`src/hdl/dtdt_pkg.sv`:
```
// Shared types, constants and tables of the double to decimal text formatter.
`default_nettype none
package dtdt_pkg;

   localparam int BUFFER_CHARS_DEFAULT = 32;
   localparam int MAX_PRECISION = 14;
   localparam int PE_MAX = MAX_PRECISION - 1;
   localparam int P_W = 44;
   localparam int M_W = 53;
   localparam int S_W = 11;
   localparam int PROD_W = 97;
   localparam int T_W = 76;
   localparam int BCD_DIGITS = 23;
   localparam int BCD_W = BCD_DIGITS * 4;
   localparam int CNT_W = 7;

   localparam logic [1:0] STATUS_OK    = 2'd0;
   localparam logic [1:0] STATUS_RANGE = 2'd1;
   localparam logic [1:0] STATUS_NAN   = 2'd2;

   localparam logic [7:0] CSR_DEFAULT_PRECISION = 8'd0;
   localparam logic [7:0] CSR_PLAIN_LIMIT       = 8'd1;

   localparam logic [7:0] CH_ZERO  = 8'h30;
   localparam logic [7:0] CH_DOT   = 8'h2E;
   localparam logic [7:0] CH_SPACE = 8'h20;
   localparam logic [7:0] CH_PLUS  = 8'h2B;
   localparam logic [7:0] CH_MINUS = 8'h2D;
   localparam logic [7:0] CH_F     = 8'h66;
   localparam logic [7:0] CH_N     = 8'h6E;
   localparam logic [7:0] CH_I     = 8'h69;

   typedef enum logic [1:0] {KIND_NUM, KIND_INF, KIND_RANGE, KIND_NAN} kind_type;

   typedef struct packed {
      logic [63:0] value_bits;
      logic [5:0]  precision;
      logic [5:0]  width;
      logic        flag_left;
      logic        flag_plus;
      logic        flag_space;
      logic        flag_zeropad;
      logic        flag_precision;
      logic [15:0] start_index;
      logic [15:0] max_length;
   } req_type;

   typedef struct packed {
      logic [7:0]  text_char;
      logic [16:0] position;
      logic        stored;
      logic        last;
      logic [1:0]  status;
      logic [16:0] end_index;
   } rsp_type;

   typedef struct packed {
      kind_type       kind;
      logic           has_sign;
      logic [7:0]     sign_char;
      logic [M_W-1:0] m;
      logic [S_W-1:0] s;
      logic [3:0]     pe;
      logic [CNT_W-1:0] z;
      logic [5:0]     width;
      logic           left;
      logic           zero;
      logic [15:0]    start;
      logic [15:0]    maxlen;
   } job_type;

   function automatic logic [P_W-1:0] pow10(input logic [3:0] e);
      logic [P_W-1:0] r;
      case (e)
         4'd0:    r = 44'd1;
         4'd1:    r = 44'd10;
         4'd2:    r = 44'd100;
         4'd3:    r = 44'd1000;
         4'd4:    r = 44'd10000;
         4'd5:    r = 44'd100000;
         4'd6:    r = 44'd1000000;
         4'd7:    r = 44'd10000000;
         4'd8:    r = 44'd100000000;
         4'd9:    r = 44'd1000000000;
         4'd10:   r = 44'd10000000000;
         4'd11:   r = 44'd100000000000;
         4'd12:   r = 44'd1000000000000;
         default: r = 44'd10000000000000;
      endcase
      return r;
   endfunction

endpackage
`default_nettype wire

```
`src/hdl/dtdt_front.sv`:
```
// Front end: accepts a request, decodes the double and classifies it into a job.
`default_nettype none
module dtdt_front #(
   parameter int BUFFER_CHARS = dtdt_pkg::BUFFER_CHARS_DEFAULT
) (
   input  wire logic              clock,
   input  wire logic              reset,
   input  wire logic              req_valid,
   output logic                   req_ready,
   input  wire dtdt_pkg::req_type req_data,
   input  wire logic [3:0]        default_precision,
   input  wire logic [31:0]       plain_limit,
   output logic                   push,
   output dtdt_pkg::job_type      job,
   input  wire logic              q_full
);

   logic              hold_valid_ff, hold_valid_in;
   dtdt_pkg::req_type hold_ff;

   logic [10:0]                ex, exu;
   logic                       sgn;
   logic [dtdt_pkg::M_W-1:0]   m, ip;
   logic [dtdt_pkg::S_W-1:0]   s;
   logic                       fracnz, over, neg;
   logic [5:0]                 prec, zt;

   always_comb begin
      sgn = hold_ff.value_bits[63];
      ex  = hold_ff.value_bits[62:52];
      m   = {(ex != 11'd0), hold_ff.value_bits[51:0]};
      exu = (ex == 11'd0) ? 11'd1 : ex;
      s   = 11'd1075 - exu;
      if (s >= 11'(dtdt_pkg::M_W)) begin
         ip     = '0;
         fracnz = (m != '0);
      end else begin
         ip     = m >> s[5:0];
         fracnz = (m & ((dtdt_pkg::M_W'(1) << s[5:0]) - dtdt_pkg::M_W'(1))) != '0;
      end
      over = (ip > {21'd0, plain_limit}) || ((ip == {21'd0, plain_limit}) && fracnz);
      neg  = sgn && (m != '0);
      prec = hold_ff.flag_precision ? hold_ff.precision : {2'b00, default_precision};

      job        = '0;
      job.m      = m;
      job.s      = s;
      job.width  = hold_ff.width;
      job.left   = hold_ff.flag_left;
      job.zero   = hold_ff.flag_zeropad;
      job.start  = hold_ff.start_index;
      job.maxlen = hold_ff.max_length;
      zt = prec - 6'(dtdt_pkg::PE_MAX);
      if (prec >= 6'(dtdt_pkg::MAX_PRECISION)) begin
         job.z  = (7'(zt) > 7'(BUFFER_CHARS)) ? 7'(BUFFER_CHARS) : 7'(zt);
         job.pe = 4'(dtdt_pkg::PE_MAX);
      end else begin
         job.z  = '0;
         job.pe = prec[3:0];
      end
      if (ex == 11'h7FF) begin
         job.kind      = (hold_ff.value_bits[51:0] != '0) ? dtdt_pkg::KIND_NAN
                                                          : dtdt_pkg::KIND_INF;
         job.has_sign  = sgn || hold_ff.flag_plus;
         job.sign_char = sgn ? dtdt_pkg::CH_MINUS : dtdt_pkg::CH_PLUS;
      end else begin
         job.kind      = (exu >= 11'd1075 || over) ? dtdt_pkg::KIND_RANGE
                                                   : dtdt_pkg::KIND_NUM;
         job.has_sign  = neg || hold_ff.flag_plus || hold_ff.flag_space;
         job.sign_char = neg ? dtdt_pkg::CH_MINUS
                       : (hold_ff.flag_plus ? dtdt_pkg::CH_PLUS : dtdt_pkg::CH_SPACE);
      end
   end

   assign push      = hold_valid_ff && !q_full;
   assign req_ready = !hold_valid_ff || !q_full;

   always_comb begin
      hold_valid_in = hold_valid_ff;
      if (req_ready) hold_valid_in = req_valid;
   end

   always_ff @(posedge clock) begin
      if (reset) begin
         hold_valid_ff <= 1'b0;
      end else begin
         hold_valid_ff <= hold_valid_in;
      end
      if (req_valid && req_ready) hold_ff <= req_data;
   end

endmodule
`default_nettype wire

```
`src/hdl/dtdt_queue.sv`:
```
// Two-entry job queue between the front end and the back end.
`default_nettype none
module dtdt_queue (
   input  wire logic              clock,
   input  wire logic              reset,
   input  wire logic              push,
   input  wire dtdt_pkg::job_type push_data,
   output logic                   full,
   input  wire logic              pop,
   output dtdt_pkg::job_type      pop_data,
   output logic                   empty
);

   dtdt_pkg::job_type mem_ff [2];
   logic       wr_ptr_ff, wr_ptr_in, rd_ptr_ff, rd_ptr_in;
   logic [1:0] count_ff, count_in;

   assign full     = (count_ff == 2'd2);
   assign empty    = (count_ff == 2'd0);
   assign pop_data = mem_ff[rd_ptr_ff];

   always_comb begin
      wr_ptr_in = wr_ptr_ff ^ push;
      rd_ptr_in = rd_ptr_ff ^ pop;
      count_in  = count_ff + 2'(push) - 2'(pop);
   end

   always_ff @(posedge clock) begin
      if (reset) begin
         wr_ptr_ff <= 1'b0;
         rd_ptr_ff <= 1'b0;
         count_ff  <= 2'd0;
      end else begin
         wr_ptr_ff <= wr_ptr_in;
         rd_ptr_ff <= rd_ptr_in;
         count_ff  <= count_in;
      end
      if (push) mem_ff[wr_ptr_ff] <= push_data;
   end

endmodule
`default_nettype wire

```
`src/hdl/dtdt_back.sv`:
```
// Back end: exact scaling, binary to BCD conversion, rounding and character output.
`default_nettype none
module dtdt_back #(
   parameter int BUFFER_CHARS = dtdt_pkg::BUFFER_CHARS_DEFAULT
) (
   input  wire logic              clock,
   input  wire logic              reset,
   input  wire logic              q_empty,
   input  wire dtdt_pkg::job_type q_data,
   output logic                   pop,
   output logic                   rsp_valid,
   input  wire logic              rsp_ready,
   output dtdt_pkg::rsp_type      rsp_data
);

   localparam int PW = dtdt_pkg::PROD_W;
   localparam int BW = dtdt_pkg::BCD_W;
   localparam int CW = dtdt_pkg::CNT_W;

   typedef enum logic [2:0] {
      S_IDLE, S_MUL, S_SHIFT, S_CONV, S_ROUND, S_DIGITS, S_PREP, S_EMIT
   } state_type;

   state_type         state_ff, state_in;
   dtdt_pkg::job_type job_ff, job_in;
   logic [dtdt_pkg::P_W-1:0] p_ff, p_in;
   logic [PW-1:0]     acc_ff, acc_in;
   logic [48:0]       prod_ff, prod_in;
   logic [5:0]        pshift_ff, pshift_in;
   logic [2:0]        step_ff, step_in;
   logic [dtdt_pkg::T_W-1:0] bin_ff, bin_in;
   logic [BW-1:0]     bcd_ff, bcd_in;
   logic              half_ff, half_in, below_ff, below_in;
   logic [5:0]        conv_ff, conv_in;
   logic [4:0]        nip_ff, nip_in;
   logic [CW-1:0]     fe_ff, fe_in, ipstart_ff, ipstart_in, ipend_ff, ipend_in;
   logic [CW-1:0]     padend_ff, padend_in, len_ff, len_in, lead_ff, lead_in;
   logic [CW-1:0]     total_ff, total_in, k_ff, k_in;
   logic              rsp_valid_ff, rsp_valid_in;
   dtdt_pkg::rsp_type rsp_ff, rsp_in;

   function automatic logic [BW-1:0] dabble_step(input logic [BW-1:0] v, input logic b);
      logic [BW-1:0] t;
      t = v;
      for (int i = 0; i < dtdt_pkg::BCD_DIGITS; i++) begin
         if (t[i*4 +: 4] >= 4'd5) t[i*4 +: 4] = t[i*4 +: 4] + 4'd3;
      end
      return {t[BW-2:0], b};
   endfunction

   function automatic logic [BW-1:0] bcd_increment(input logic [BW-1:0] v);
      logic [BW-1:0]                   r;
      logic [dtdt_pkg::BCD_DIGITS-1:0] nine, lowmask;
      for (int i = 0; i < dtdt_pkg::BCD_DIGITS; i++) nine[i] = (v[i*4 +: 4] == 4'd9);
      for (int i = 0; i < dtdt_pkg::BCD_DIGITS; i++) begin
         lowmask = (dtdt_pkg::BCD_DIGITS'(1) << i) - dtdt_pkg::BCD_DIGITS'(1);
         if ((nine & lowmask) == lowmask)
            r[i*4 +: 4] = nine[i] ? 4'd0 : v[i*4 +: 4] + 4'd1;
         else
            r[i*4 +: 4] = v[i*4 +: 4];
      end
      return r;
   endfunction

   logic [3:0]    dig [dtdt_pkg::BCD_DIGITS];
   logic [26:0]   mul_a;
   logic [21:0]   mul_b;
   logic [6:0]    s7;
   logic [PW-1:0] sh_t, sh_h, bmask;
   logic          odd, nz, rnd;
   logic [4:0]    ndig;
   logic [CW-1:0] wz, full_len, w7, b, fi_idx, ip_idx;
   logic [7:0]    ch;
   logic [16:0]   pos;
   logic          out_free, is_last;

   always_comb begin
      for (int i = 0; i < dtdt_pkg::BCD_DIGITS; i++) dig[i] = bcd_ff[i*4 +: 4];
   end

   assign out_free  = !rsp_valid_ff || rsp_ready;
   assign pop       = (state_ff == S_IDLE) && !q_empty;
   assign rsp_valid = rsp_valid_ff;
   assign rsp_data  = rsp_ff;

   always_comb begin
      state_in = state_ff;   job_in = job_ff;     p_in = p_ff;
      acc_in = acc_ff;       prod_in = prod_ff;   pshift_in = pshift_ff;
      step_in = step_ff;     bin_in = bin_ff;     bcd_in = bcd_ff;
      half_in = half_ff;     below_in = below_ff; conv_in = conv_ff;
      nip_in = nip_ff;       fe_in = fe_ff;       ipstart_in = ipstart_ff;
      ipend_in = ipend_ff;   padend_in = padend_ff; len_in = len_ff;
      lead_in = lead_ff;     total_in = total_ff; k_in = k_ff;
      rsp_in = rsp_ff;
      rsp_valid_in = rsp_valid_ff && !rsp_ready;

      mul_a = step_ff[1] ? {1'b0, job_ff.m[52:27]} : job_ff.m[26:0];
      mul_b = step_ff[0] ? p_ff[43:22] : p_ff[21:0];
      s7    = (job_ff.s >= 11'd98) ? 7'd98 : job_ff.s[6:0];
      sh_t  = acc_ff >> s7;
      sh_h  = acc_ff >> (s7 - 7'd1);
      bmask = (PW'(1) << (s7 - 7'd1)) - PW'(1);

      odd = bcd_ff[0];
      nz  = 1'b0;
      for (int i = 0; i < dtdt_pkg::PE_MAX; i++) begin
         if (i < int'(job_ff.pe) && dig[i] != 4'd0) nz = 1'b1;
      end
      rnd = half_ff && (below_ff || odd || (job_ff.pe != 4'd0 && !nz));

      ndig = 5'd0;
      for (int i = 0; i < dtdt_pkg::BCD_DIGITS; i++) begin
         if (dig[i] != 4'd0) ndig = 5'(i + 1);
      end

      w7       = CW'(job_ff.width);
      wz       = w7 - CW'(job_ff.width != 6'd0 && job_ff.has_sign);
      full_len = padend_ff + CW'(job_ff.has_sign);

      // b walks the built text from its high end down to zero
      b      = lead_ff + len_ff - CW'(1) - k_ff;
      fi_idx = b - job_ff.z;
      ip_idx = CW'(job_ff.pe) + (b - ipstart_ff);
      if (k_ff < lead_ff || k_ff >= lead_ff + len_ff) begin
         ch = dtdt_pkg::CH_SPACE;
      end else if (job_ff.kind == dtdt_pkg::KIND_INF) begin
         case (b)
            7'd0:    ch = dtdt_pkg::CH_F;
            7'd1:    ch = dtdt_pkg::CH_N;
            7'd2:    ch = dtdt_pkg::CH_I;
            default: ch = job_ff.sign_char;
         endcase
      end else if (b < job_ff.z) begin
         ch = dtdt_pkg::CH_ZERO;
      end else if (b < fe_ff) begin
         ch = {4'h3, dig[fi_idx[4:0]]};
      end else if (b == fe_ff && job_ff.pe != 4'd0) begin
         ch = dtdt_pkg::CH_DOT;
      end else if (b < ipend_ff) begin
         ch = {4'h3, dig[ip_idx[4:0]]};
      end else if (b < padend_ff) begin
         ch = dtdt_pkg::CH_ZERO;
      end else begin
         ch = job_ff.sign_char;
      end
      pos     = {1'b0, job_ff.start} + 17'(k_ff);
      is_last = (k_ff == total_ff - CW'(1));

      unique case (state_ff)
         S_IDLE: begin
            if (!q_empty) begin
               job_in  = q_data;
               p_in    = dtdt_pkg::pow10(q_data.pe);
               acc_in  = '0;
               step_in = '0;
               k_in    = '0;
               if (q_data.kind == dtdt_pkg::KIND_NUM) state_in = S_MUL;
               else                                   state_in = S_PREP;
            end
         end
         S_MUL: begin
            if (step_ff != 3'd4) begin
               prod_in   = mul_a * mul_b;
               pshift_in = (step_ff[0] ? 6'd22 : 6'd0) + (step_ff[1] ? 6'd27 : 6'd0);
            end
            if (step_ff != 3'd0) acc_in = acc_ff + (PW'(prod_ff) << pshift_ff);
            step_in = step_ff + 3'd1;
            if (step_ff == 3'd4) state_in = S_SHIFT;
         end
         S_SHIFT: begin
            bin_in   = sh_t[dtdt_pkg::T_W-1:0];
            half_in  = sh_h[0];
            below_in = (acc_ff & bmask) != '0;
            bcd_in   = '0;
            conv_in  = '0;
            state_in = S_CONV;
         end
         S_CONV: begin
            bcd_in  = dabble_step(dabble_step(bcd_ff, bin_ff[dtdt_pkg::T_W-1]),
                                  bin_ff[dtdt_pkg::T_W-2]);
            bin_in  = {bin_ff[dtdt_pkg::T_W-3:0], 2'b00};
            conv_in = conv_ff + 6'd1;
            if (conv_ff == 6'(dtdt_pkg::T_W / 2 - 1)) state_in = S_ROUND;
         end
         S_ROUND: begin
            if (rnd) bcd_in = bcd_increment(bcd_ff);
            state_in = S_DIGITS;
         end
         S_DIGITS: begin
            nip_in     = (ndig > {1'b0, job_ff.pe}) ? ndig - {1'b0, job_ff.pe} : 5'd1;
            fe_in      = job_ff.z + CW'(job_ff.pe);
            ipstart_in = job_ff.z + CW'(job_ff.pe) + CW'(job_ff.pe != 4'd0);
            state_in   = S_PREP;
         end
         S_PREP: begin
            ipend_in  = ipstart_ff + CW'(nip_ff);
            padend_in = (!job_ff.left && job_ff.zero && wz > ipstart_ff + CW'(nip_ff))
                      ? wz : ipstart_ff + CW'(nip_ff);
            state_in  = S_EMIT;
            if (job_ff.kind == dtdt_pkg::KIND_NUM) begin
               // padend is still the old value here; finish the length next cycle
               state_in = S_PREP;
               if (padend_in == padend_ff && ipend_ff == ipend_in) begin
                  len_in   = (full_len > CW'(BUFFER_CHARS)) ? CW'(BUFFER_CHARS) : full_len;
                  state_in = S_EMIT;
               end
            end else begin
               len_in = CW'(3) + CW'(job_ff.has_sign);
            end
            if (state_in == S_EMIT) begin
               if (job_ff.kind == dtdt_pkg::KIND_RANGE || job_ff.kind == dtdt_pkg::KIND_NAN) begin
                  lead_in  = '0;
                  total_in = CW'(1);
               end else begin
                  // zero padding without left justify adds no spaces
                  lead_in  = (!job_ff.left && !job_ff.zero && w7 > len_in) ? w7 - len_in : '0;
                  total_in = (w7 > len_in && (job_ff.left || !job_ff.zero)) ? w7 : len_in;
               end
            end
         end
         S_EMIT: begin
            if (out_free) begin
               rsp_valid_in = 1'b1;
               if (job_ff.kind == dtdt_pkg::KIND_RANGE || job_ff.kind == dtdt_pkg::KIND_NAN) begin
                  rsp_in.text_char = 8'd0;
                  rsp_in.position  = {1'b0, job_ff.start};
                  rsp_in.stored    = 1'b0;
                  rsp_in.last      = 1'b1;
                  rsp_in.status    = (job_ff.kind == dtdt_pkg::KIND_NAN)
                                   ? dtdt_pkg::STATUS_NAN : dtdt_pkg::STATUS_RANGE;
                  rsp_in.end_index = {1'b0, job_ff.start} + 17'd1;
               end else begin
                  rsp_in.text_char = ch;
                  rsp_in.position  = pos;
                  rsp_in.stored    = pos < {1'b0, job_ff.maxlen};
                  rsp_in.last      = is_last;
                  rsp_in.status    = dtdt_pkg::STATUS_OK;
                  rsp_in.end_index = is_last ? {1'b0, job_ff.start} + 17'(total_ff) : 17'd0;
               end
               k_in = k_ff + CW'(1);
               if (is_last) state_in = S_IDLE;
            end
         end
         default: state_in = S_IDLE;
      endcase
   end

   always_ff @(posedge clock) begin
      if (reset) begin
         state_ff     <= S_IDLE;
         rsp_valid_ff <= 1'b0;
      end else begin
         state_ff     <= state_in;
         rsp_valid_ff <= rsp_valid_in;
      end
      job_ff     <= job_in;     p_ff      <= p_in;      acc_ff     <= acc_in;
      prod_ff    <= prod_in;    pshift_ff <= pshift_in; step_ff    <= step_in;
      bin_ff     <= bin_in;     bcd_ff    <= bcd_in;    half_ff    <= half_in;
      below_ff   <= below_in;   conv_ff   <= conv_in;   nip_ff     <= nip_in;
      fe_ff      <= fe_in;      ipstart_ff <= ipstart_in; ipend_ff <= ipend_in;
      padend_ff  <= padend_in;  len_ff    <= len_in;    lead_ff    <= lead_in;
      total_ff   <= total_in;   k_ff      <= k_in;      rsp_ff     <= rsp_in;
   end

endmodule
`default_nettype wire

```
`src/hdl/double_to_decimal_text.sv`:
```
// Top level of the double to decimal text formatter: registers, front, queue, back.
`default_nettype none
// Formats one IEEE double per request as printf fixed-point text and returns it one
// character per response, in reading order, with its buffer position and a stored
// flag; NaN and values above plain_limit return a single status-only response.
// The front end holds one request while two more wait in the job queue, and takes a
// new request unless it holds one and the queue is full. For each finite value the
// back end runs a split multiply, a shift, two-bit-per-cycle binary to BCD
// conversion, rounding and length setup, then emits max(width, text length)
// characters as rsp_ready allows; infinities and status results skip the arithmetic.
module double_to_decimal_text #(
   parameter int BUFFER_CHARS = dtdt_pkg::BUFFER_CHARS_DEFAULT
) (
   input  wire logic              clock,
   input  wire logic              reset,
   input  wire logic              req_valid,
   output logic                   req_ready,
   input  wire dtdt_pkg::req_type req_data,
   output logic                   rsp_valid,
   input  wire logic              rsp_ready,
   output dtdt_pkg::rsp_type      rsp_data,
   input  wire logic              csr_valid,
   output logic                   csr_ready,
   input  wire logic [7:0]        csr_index,
   input  wire logic [31:0]       csr_data
);

   logic [3:0]        default_precision_ff, default_precision_in;
   logic [31:0]       plain_limit_ff, plain_limit_in;
   logic              push, q_full, q_empty, pop;
   dtdt_pkg::job_type push_data, pop_data;

   assign csr_ready = 1'b1;

   always_comb begin
      default_precision_in = default_precision_ff;
      plain_limit_in       = plain_limit_ff;
      if (csr_valid) begin
         unique case (csr_index)
            dtdt_pkg::CSR_DEFAULT_PRECISION: default_precision_in = csr_data[3:0];
            dtdt_pkg::CSR_PLAIN_LIMIT:       plain_limit_in       = csr_data;
            default: ;
         endcase
      end
   end

   always_ff @(posedge clock) begin
      if (reset) begin
         default_precision_ff <= 4'd6;
         plain_limit_ff       <= 32'd1000000000;
      end else begin
         default_precision_ff <= default_precision_in;
         plain_limit_ff       <= plain_limit_in;
      end
   end

   dtdt_front #(.BUFFER_CHARS(BUFFER_CHARS)) u_front (
      .clock(clock), .reset(reset),
      .req_valid(req_valid), .req_ready(req_ready), .req_data(req_data),
      .default_precision(default_precision_ff), .plain_limit(plain_limit_ff),
      .push(push), .job(push_data), .q_full(q_full)
   );

   dtdt_queue u_queue (
      .clock(clock), .reset(reset),
      .push(push), .push_data(push_data), .full(q_full),
      .pop(pop), .pop_data(pop_data), .empty(q_empty)
   );

   dtdt_back #(.BUFFER_CHARS(BUFFER_CHARS)) u_back (
      .clock(clock), .reset(reset),
      .q_empty(q_empty), .q_data(pop_data), .pop(pop),
      .rsp_valid(rsp_valid), .rsp_ready(rsp_ready), .rsp_data(rsp_data)
   );

   // status-only transactions are single and never stored
   a_status_last: assert property (@(posedge clock) disable iff (reset)
      rsp_valid && rsp_data.status != dtdt_pkg::STATUS_OK |-> rsp_data.last)
      else $error("status response without last");

   a_status_nostore: assert property (@(posedge clock) disable iff (reset)
      rsp_valid && rsp_data.status != dtdt_pkg::STATUS_OK |-> !rsp_data.stored)
      else $error("status response marked stored");

   a_end_only_last: assert property (@(posedge clock) disable iff (reset)
      rsp_valid && !rsp_data.last |-> rsp_data.end_index == 17'd0)
      else $error("end index on non-final character");

   a_pos_step: assert property (@(posedge clock) disable iff (reset)
      rsp_valid && rsp_ready && !rsp_data.last ##1 rsp_valid
      |-> rsp_data.position == $past(rsp_data.position) + 17'd1)
      else $error("character positions not consecutive");

endmodule
`default_nettype wire
```
`config.mk`:
```
export PLATFORM = sky130hd
export DESIGN_NAME = double_to_decimal_text
export DESIGN_NICKNAME = d
export VERILOG_FILES = /design/src/hdl/dtdt_pkg.sv /design/src/hdl/dtdt_front.sv /design/src/hdl/dtdt_queue.sv /design/src/hdl/dtdt_back.sv /design/src/hdl/double_to_decimal_text.sv
export SDC_FILE = /design/constraint.sdc
export NUM_CORES = 2
export LEC_CHECK = 0
export BUFFER_PORTS_ARGS = -buffer_cell sky130_fd_sc_hd__buf_2
export CAP_MARGIN = 20
export CELL_PAD_IN_SITES_DETAIL_PLACEMENT = 0
export CELL_PAD_IN_SITES_GLOBAL_PLACEMENT = 1
export CORE_MARGIN = 2
export CORE_UTILIZATION = 46
export CTS_CLUSTER_SIZE = 24
export DETAILED_ROUTE_END_ITERATION = 10
export HOLD_SLACK_MARGIN = 0.1
export PLACE_DENSITY_LB_ADDON = 0.1
export SYNTH_ARGS = -nofsm -noshare
export SYNTH_HDL_FRONTEND = slang
export SYNTH_SLANG_ARGS = --single-unit
export TNS_END_PERCENT = 5
```
`constraint.sdc`:
```
create_clock -name clock -period 7.8 [get_ports clock]
set_input_delay 1.56 -clock clock [delete_from_list [all_inputs] [get_ports clock]]
set_output_delay 1.56 -clock clock [all_outputs]
set_load 0.005 [all_outputs]
```
# Yosys cells after proc, flatten, opt, wreduce, memory -nomap -nowiden
# Memories as Yosys holds them, arrays and structs flattened. A register that Yosys moved wholly into a read port is not among the register bits.
# Index checks and enable logic that the tools add are counted.
# word_totals
rom_bits,672
regBits,766
ram_bits,252
in_bits,158
n_memories,2
elab_cells,715
latch_bits,0
# op_classes
magnitude_cmp,78
n_reduce_logical,127
muxes,217
eq_ne,97
bitwise,8
addsub,99
n_mul,1
shifts,6
div,0
# mem_list
memory,depth,word_bits,read_ports,rd_clocked_by_memory_dff,write_ports,line,rtl
(no name shown),16,42,1,1,0,dtdt_pkg.sv:74,case (e)
u_queue.mem_ff,2,126,1,1,1,dtdt_queue.sv:14,dtdt_pkg::job_type mem_ff [2];
# op_table
op,count
$mux W4,116
$pmux W92 S3,1
$mux W97,2
$pmux W97 S2,1
$ge A4 B3 Y1 const B,46
$add A4 B2 Y4 const B,44
$pmux W76 S2,1
$mux W5,24
$reduce_bool A53 Y1,2
$add A97 B97 Y97,1
$and A97 B97 Y97,1
$reduce_bool A97 Y1,1
$shl A1 B7 Y97 const A,1
$shl A49 B6 Y97,1
$shr A97 B7 Y1,1
$shr A97 B7 Y76,1
$sub A97 B2 Y97 const B,1
$eq A4 B4 Y1 const B,24
$reduce_bool A4 Y1,24
$add A4 B1 Y4 const B,23
$mux W92,1
$reduce_and A3 Y1,24
$mux W7,8
$mux W8,7
other kinds (112),277

# Depth between registers and ports, before layout
# logic_depth
depth_word,25
ltp_mapped,33
ltp_nobuf,30

# Hierarchy
# Synthesis repeated with hierarchy kept, for this count alone.
# hier_totals
cells_unflattened,10079
area_unflattened_um2,95917.0
# modules_own_cells
module,area_each_um2,n_inst,seq_area_each_um2,cells_each
dtdt_back,74062.3,1,18127.4,8253
dtdt_front,10871.7,1,3413.3,1254
dtdt_queue,9400.3,1,7647.3,411
double_to_decimal_text,1582.8,1,720.7,161

# Least setup slack after synthesis
# OpenSTA, ideal clock, no wires.
# synth_path
kind,reg2reg
start,register u_back.step_ff[0]
end,"register u_back.prod_ff[47], data pin"
stages_incl_launch_ff,31
period_less_slack_ns,8.515
t_arrival_ns,8.250
path_slack_ns,-0.715
required_time_ns,7.535
cell_sequence,edfxtp_1 clkbuf_1 clkbuf_1 clkbuf_1 nand2_1 o21ai_1 clkbuf_1 nand2_1 fa_1 inv_1 fa_1 fa_1 inv_1 fa_1 inv_1 fa_1 fa_1 fa_1 ha_1 a21oi_1 o21bai_1 a211o_1 a221o_1 a311o_1 nand2_1 o211ai_1 nor2b_1 a41o_1 a211oi_1 o21ai_0 xor2_1
# synth_between
elab_chain_cells,2
# synth_rtl
element,line,rtl
start: declaration,dtdt_back.sv:30,"logic [2:0] step_ff, step_in;"
start signal: assignment,dtdt_back.sv:257,prod_ff <= prod_in; pshift_ff <= pshift_in; step_ff <= step_in;
$mux W22,dtdt_back.sv:98,mul_b = step_ff[0] ? p_ff[43:22] : p_ff[21:0];
$mul A27 B22 Y49,dtdt_back.sv:163,prod_in = mul_a * mul_b;
end signal: assignment,dtdt_back.sv:257,
end: declaration,dtdt_back.sv:28,"logic [48:0] prod_ff, prod_in;"
# Every way passes these cells.
# A chain may end at the register's enable or synchronous reset.

# Worst setup path after layout
# Ends and elaborated chain as after synthesis.

==> impl_metrics.env <==
export IMPL_status="finished clean"
export IMPL_setup_viol=0
export IMPL_final_cells=12680
export IMPL_grt_pass1_vias=75530
export IMPL_fillCellCount=18380
export IMPL_chipHeight_um=451.7
export IMPL_busiest_layer="met2"
export IMPL_wl_um=335700
export IMPL_clkTransAtPathRegs_ns=0.07
export IMPL_cts_tree="done"
export IMPL_met3_usage=0.04584
export IMPL_drv_slew=0
export IMPL_design_core_area_um2=199500
export IMPL_io_buffers=204
export IMPL_min_period_ns=7.676
export IMPL_fin_crit_sh=0.9841
export IMPL_synth_net_count=10790
export IMPL_die_w_um=451.7
export IMPL_grt_max_degree=101
export IMPL_arrival_ns=8.21
export IMPL_hold_violations=0
export IMPL_die_area_um2=204100
export IMPL_drtIter0Drc=7203
export IMPL_synth_cell_types=121
export IMPL_nets=11150
export IMPL_gr_usage_met2=0.5154
export IMPL_fin_skew_ns=0.06422
export IMPL_cts_sinks=992
export IMPL_synth_seq_cells=992
export IMPL_crit_slowest_cell="fa_1"
export IMPL_ys_seq_area_frac=0.3182
export IMPL_final_common_cell="nand2_1"
export IMPL_synth_ff_type="edfxtp_1"
export IMPL_dp_cells=12430
export IMPL_routed_via_density=5.997
export IMPL_synth_area_um2=92210
export IMPL_hpwl_um=263900
export IMPL_synth_warnings=0
export IMPL_place_ws_ns=-0.2141
export IMPL_htreeDepth=3
export IMPL_grt_use_met1=0.4404
export IMPL_place_congestion=0.9864
export IMPL_grt_pass1_wl_um=494500
export IMPL_synth_edf_count=947
export IMPL_row_count=164
export IMPL_clk_latency_ns=0.80
export IMPL_antenna_left=0
export IMPL_endpoint_kind="register"
export IMPL_cts_buffers=113
export IMPL_initial_core_util=0.4623
export IMPL_rsz0062_at_grt="yes"
export IMPL_syn_to_final_growth_pct=12.51
export IMPL_required_ns=8.33
export IMPL_overflow=0
export IMPL_layout_common_cells="nand2_1 (1101), edfxtp_1 (947), inv_1 (878), nor2_1 (737), mux2i_1 (675)"
export IMPL_setup_ws_ns=0.1243
export IMPL_max_stage_delay_ns=0.63
export IMPL_pin_count=207
export IMPL_maxCapViolations=0
export IMPL_synth_async_reset_ratio=0
export IMPL_drtPass1Iterations=6
export IMPL_path_max_fanout=12
export IMPL_cts_buffer_depth=3
export IMPL_crit_top_cell="fa_1"
export IMPL_tightest_slew_ns=1.229
export IMPL_cts_root_buffer="clkbuf_16"
export IMPL_hold_path_class="register to register"
export IMPL_antenna_found_initial=1
export IMPL_timing_hold_ws_ns=0.4444
export IMPL_syn_area_per_cell_um2=9.643
export IMPL_relSlewSlack=0.1720
export IMPL_cp_start_kind="register"
export IMPL_drive_gt1_frac=0.1454
export IMPL_wl_per_cell_um=26.46
export IMPL_postSynthCellCount=9563
export IMPL_grt_usage=0.3214
export IMPL_critical_path_class="register to register"
export IMPL_route_vias_total=76060
export IMPL_cts_hold_buf=0
export IMPL_drc=0
export IMPL_clock_fmax_mhz=130.3
-- cell type report --
cell class / instances / area [µm²] / area share
diodes: 4 / 10.01 / 0.00009648
clock buffers: 141 / 3017 / 0.02908
clock inverters: 72 / 750.7 / 0.007236
inverters: 898 / 3381 / 0.03259
multi-input cells: 7166 / 58230 / 0.5612
flip-flops and latches: 992 / 29340 / 0.2828
well taps: 2656 / 3323 / 0.03203
repair buffers: 755 / 5697 / 0.05491
-- cells in the mapped netlist, types with 130 or more instances --
master / count / share of area
ha_1: 555 / 0.075
inv_1: 886 / 0.036
o22ai_1: 154 / 0.010
mux2i_1: 678 / 0.074
edfxtp_1: 947 / 0.31
o21ai_0: 370 / 0.020
nand2_1: 1121 / 0.046
clkbuf_1: 374 / 0.015
a21oi_1: 547 / 0.030
nor2_1: 748 / 0.030
a21o_1: 140 / 0.011
nor3_1: 130 / 0.0071
xnor2_1: 264 / 0.025
nand3_1: 156 / 0.0085
mux2_2: 211 / 0.026
fa_1: 511 / 0.11
-- critical path, delay by kind of cell (launching register included) --
| family | cells | cell delay, ns |
|---|---|---|
| buf+inv | 4 | 0.51 |
| mux | 1 | 0.31 |
| xor+xnor | 1 | 0.14 |
| flops | 1 | 0.47 |
| fa+ha+maj | 8 | 3.80 |
| compound gates | 9 | 1.86 |
| simple gates | 3 | 0.31 |
-- flip-flops by register name, summed over array words and instances, names as in the netlist, 5 cells and up --
| name | cells |
|---|---|
| u_queue.mem_ff | 240 |
| u_back.job_ff | 120 |
| u_back.acc_ff | 97 |
| u_back.bcd_ff | 92 |
| u_front.job | 92 |
| u_back.bin_ff | 76 |
| u_back.prod_ff | 49 |
| u_back.rsp_data | 45 |
| u_back.p_ff | 37 |
| plain_limit_ff | 32 |
| u_front.ex | 11 |
| u_front.hold_ff | 10 |
| u_back.fe_ff | 7 |
| u_back.ipend_ff | 7 |
| u_back.ipstart_ff | 7 |
| u_back.k_ff | 7 |
| u_back.lead_ff | 7 |
| u_back.len_ff | 7 |
| u_back.padend_ff | 7 |
| u_back.total_ff | 7 |
| u_back.conv_ff | 6 |
| u_back.pshift_ff | 6 |
| u_back.nip_ff | 5 |
-- through the flow --
stage | utilization | TNS (ns) | cell area, µm²
after floorplan | - | -0.08582 | 92310
after global placement | 0.4962 | -0.1892 | 98960
after detailed placement | 0.4963 | -0.9354 | 98990
after CTS | 0.5158 | 0 | 102900
after global routing | 0.5201 | -0.6576 | 103700
final | 0.5202 | 0 | 103700
-- layer usage --
layer | vias up | share of wire
li1 | 34650 | -
met2 | 2893 | 0.46
met1 | 37830 | 0.43
met5 | - | 0
met3 | 682 | 0.065
met4 | 0 | 0.046
-- path summary, 6_finish.rpt --
check / cells after the start / endpoint / slack (ns) / start
max: 26 / u_back.prod_ff[47] / 0.12 / u_back.step_ff[0]
min: 0 / u_queue.mem_ff[0][33] / 0.44 / u_front.job[33]
max reg2reg: 26 / u_back.prod_ff[47] / 0.12 / u_back.step_ff[0]
min reg2reg: 0 / u_queue.mem_ff[0][33] / 0.44 / u_front.job[33]
-- what timing repair did --
item                       4_1_cts  5_1_grt
setup endpoints to repair        8       20
gates resized for setup         21      130
hold endpoints to repair         0        0
setup buffers                    5       28
gates cloned                     0        5
pin swaps                        8       86
-- cell families (layout without fill, tap and decap cells) --
kind of cell | Yosys count | after routing | synth area share
buffers and inverters | 1407 | 1866 | 0.05853
AO/OA/AOI/OAI | 1904 | 1904 | 0.1323
other | 2 | 6 | 0.00008144
AND/OR/NAND/NOR | 2795 | 2795 | 0.1385
XOR/XNOR | 386 | 386 | 0.03696
multiplexers | 1011 | 1013 | 0.1293
flip-flops | 992 | 992 | 0.3182
adder cells (fa/ha/maj) | 1066 | 1066 | 0.1862
Power is not shown: default switching activity piles up to over one toggle a cycle in this logic, so the estimate is an artifact.
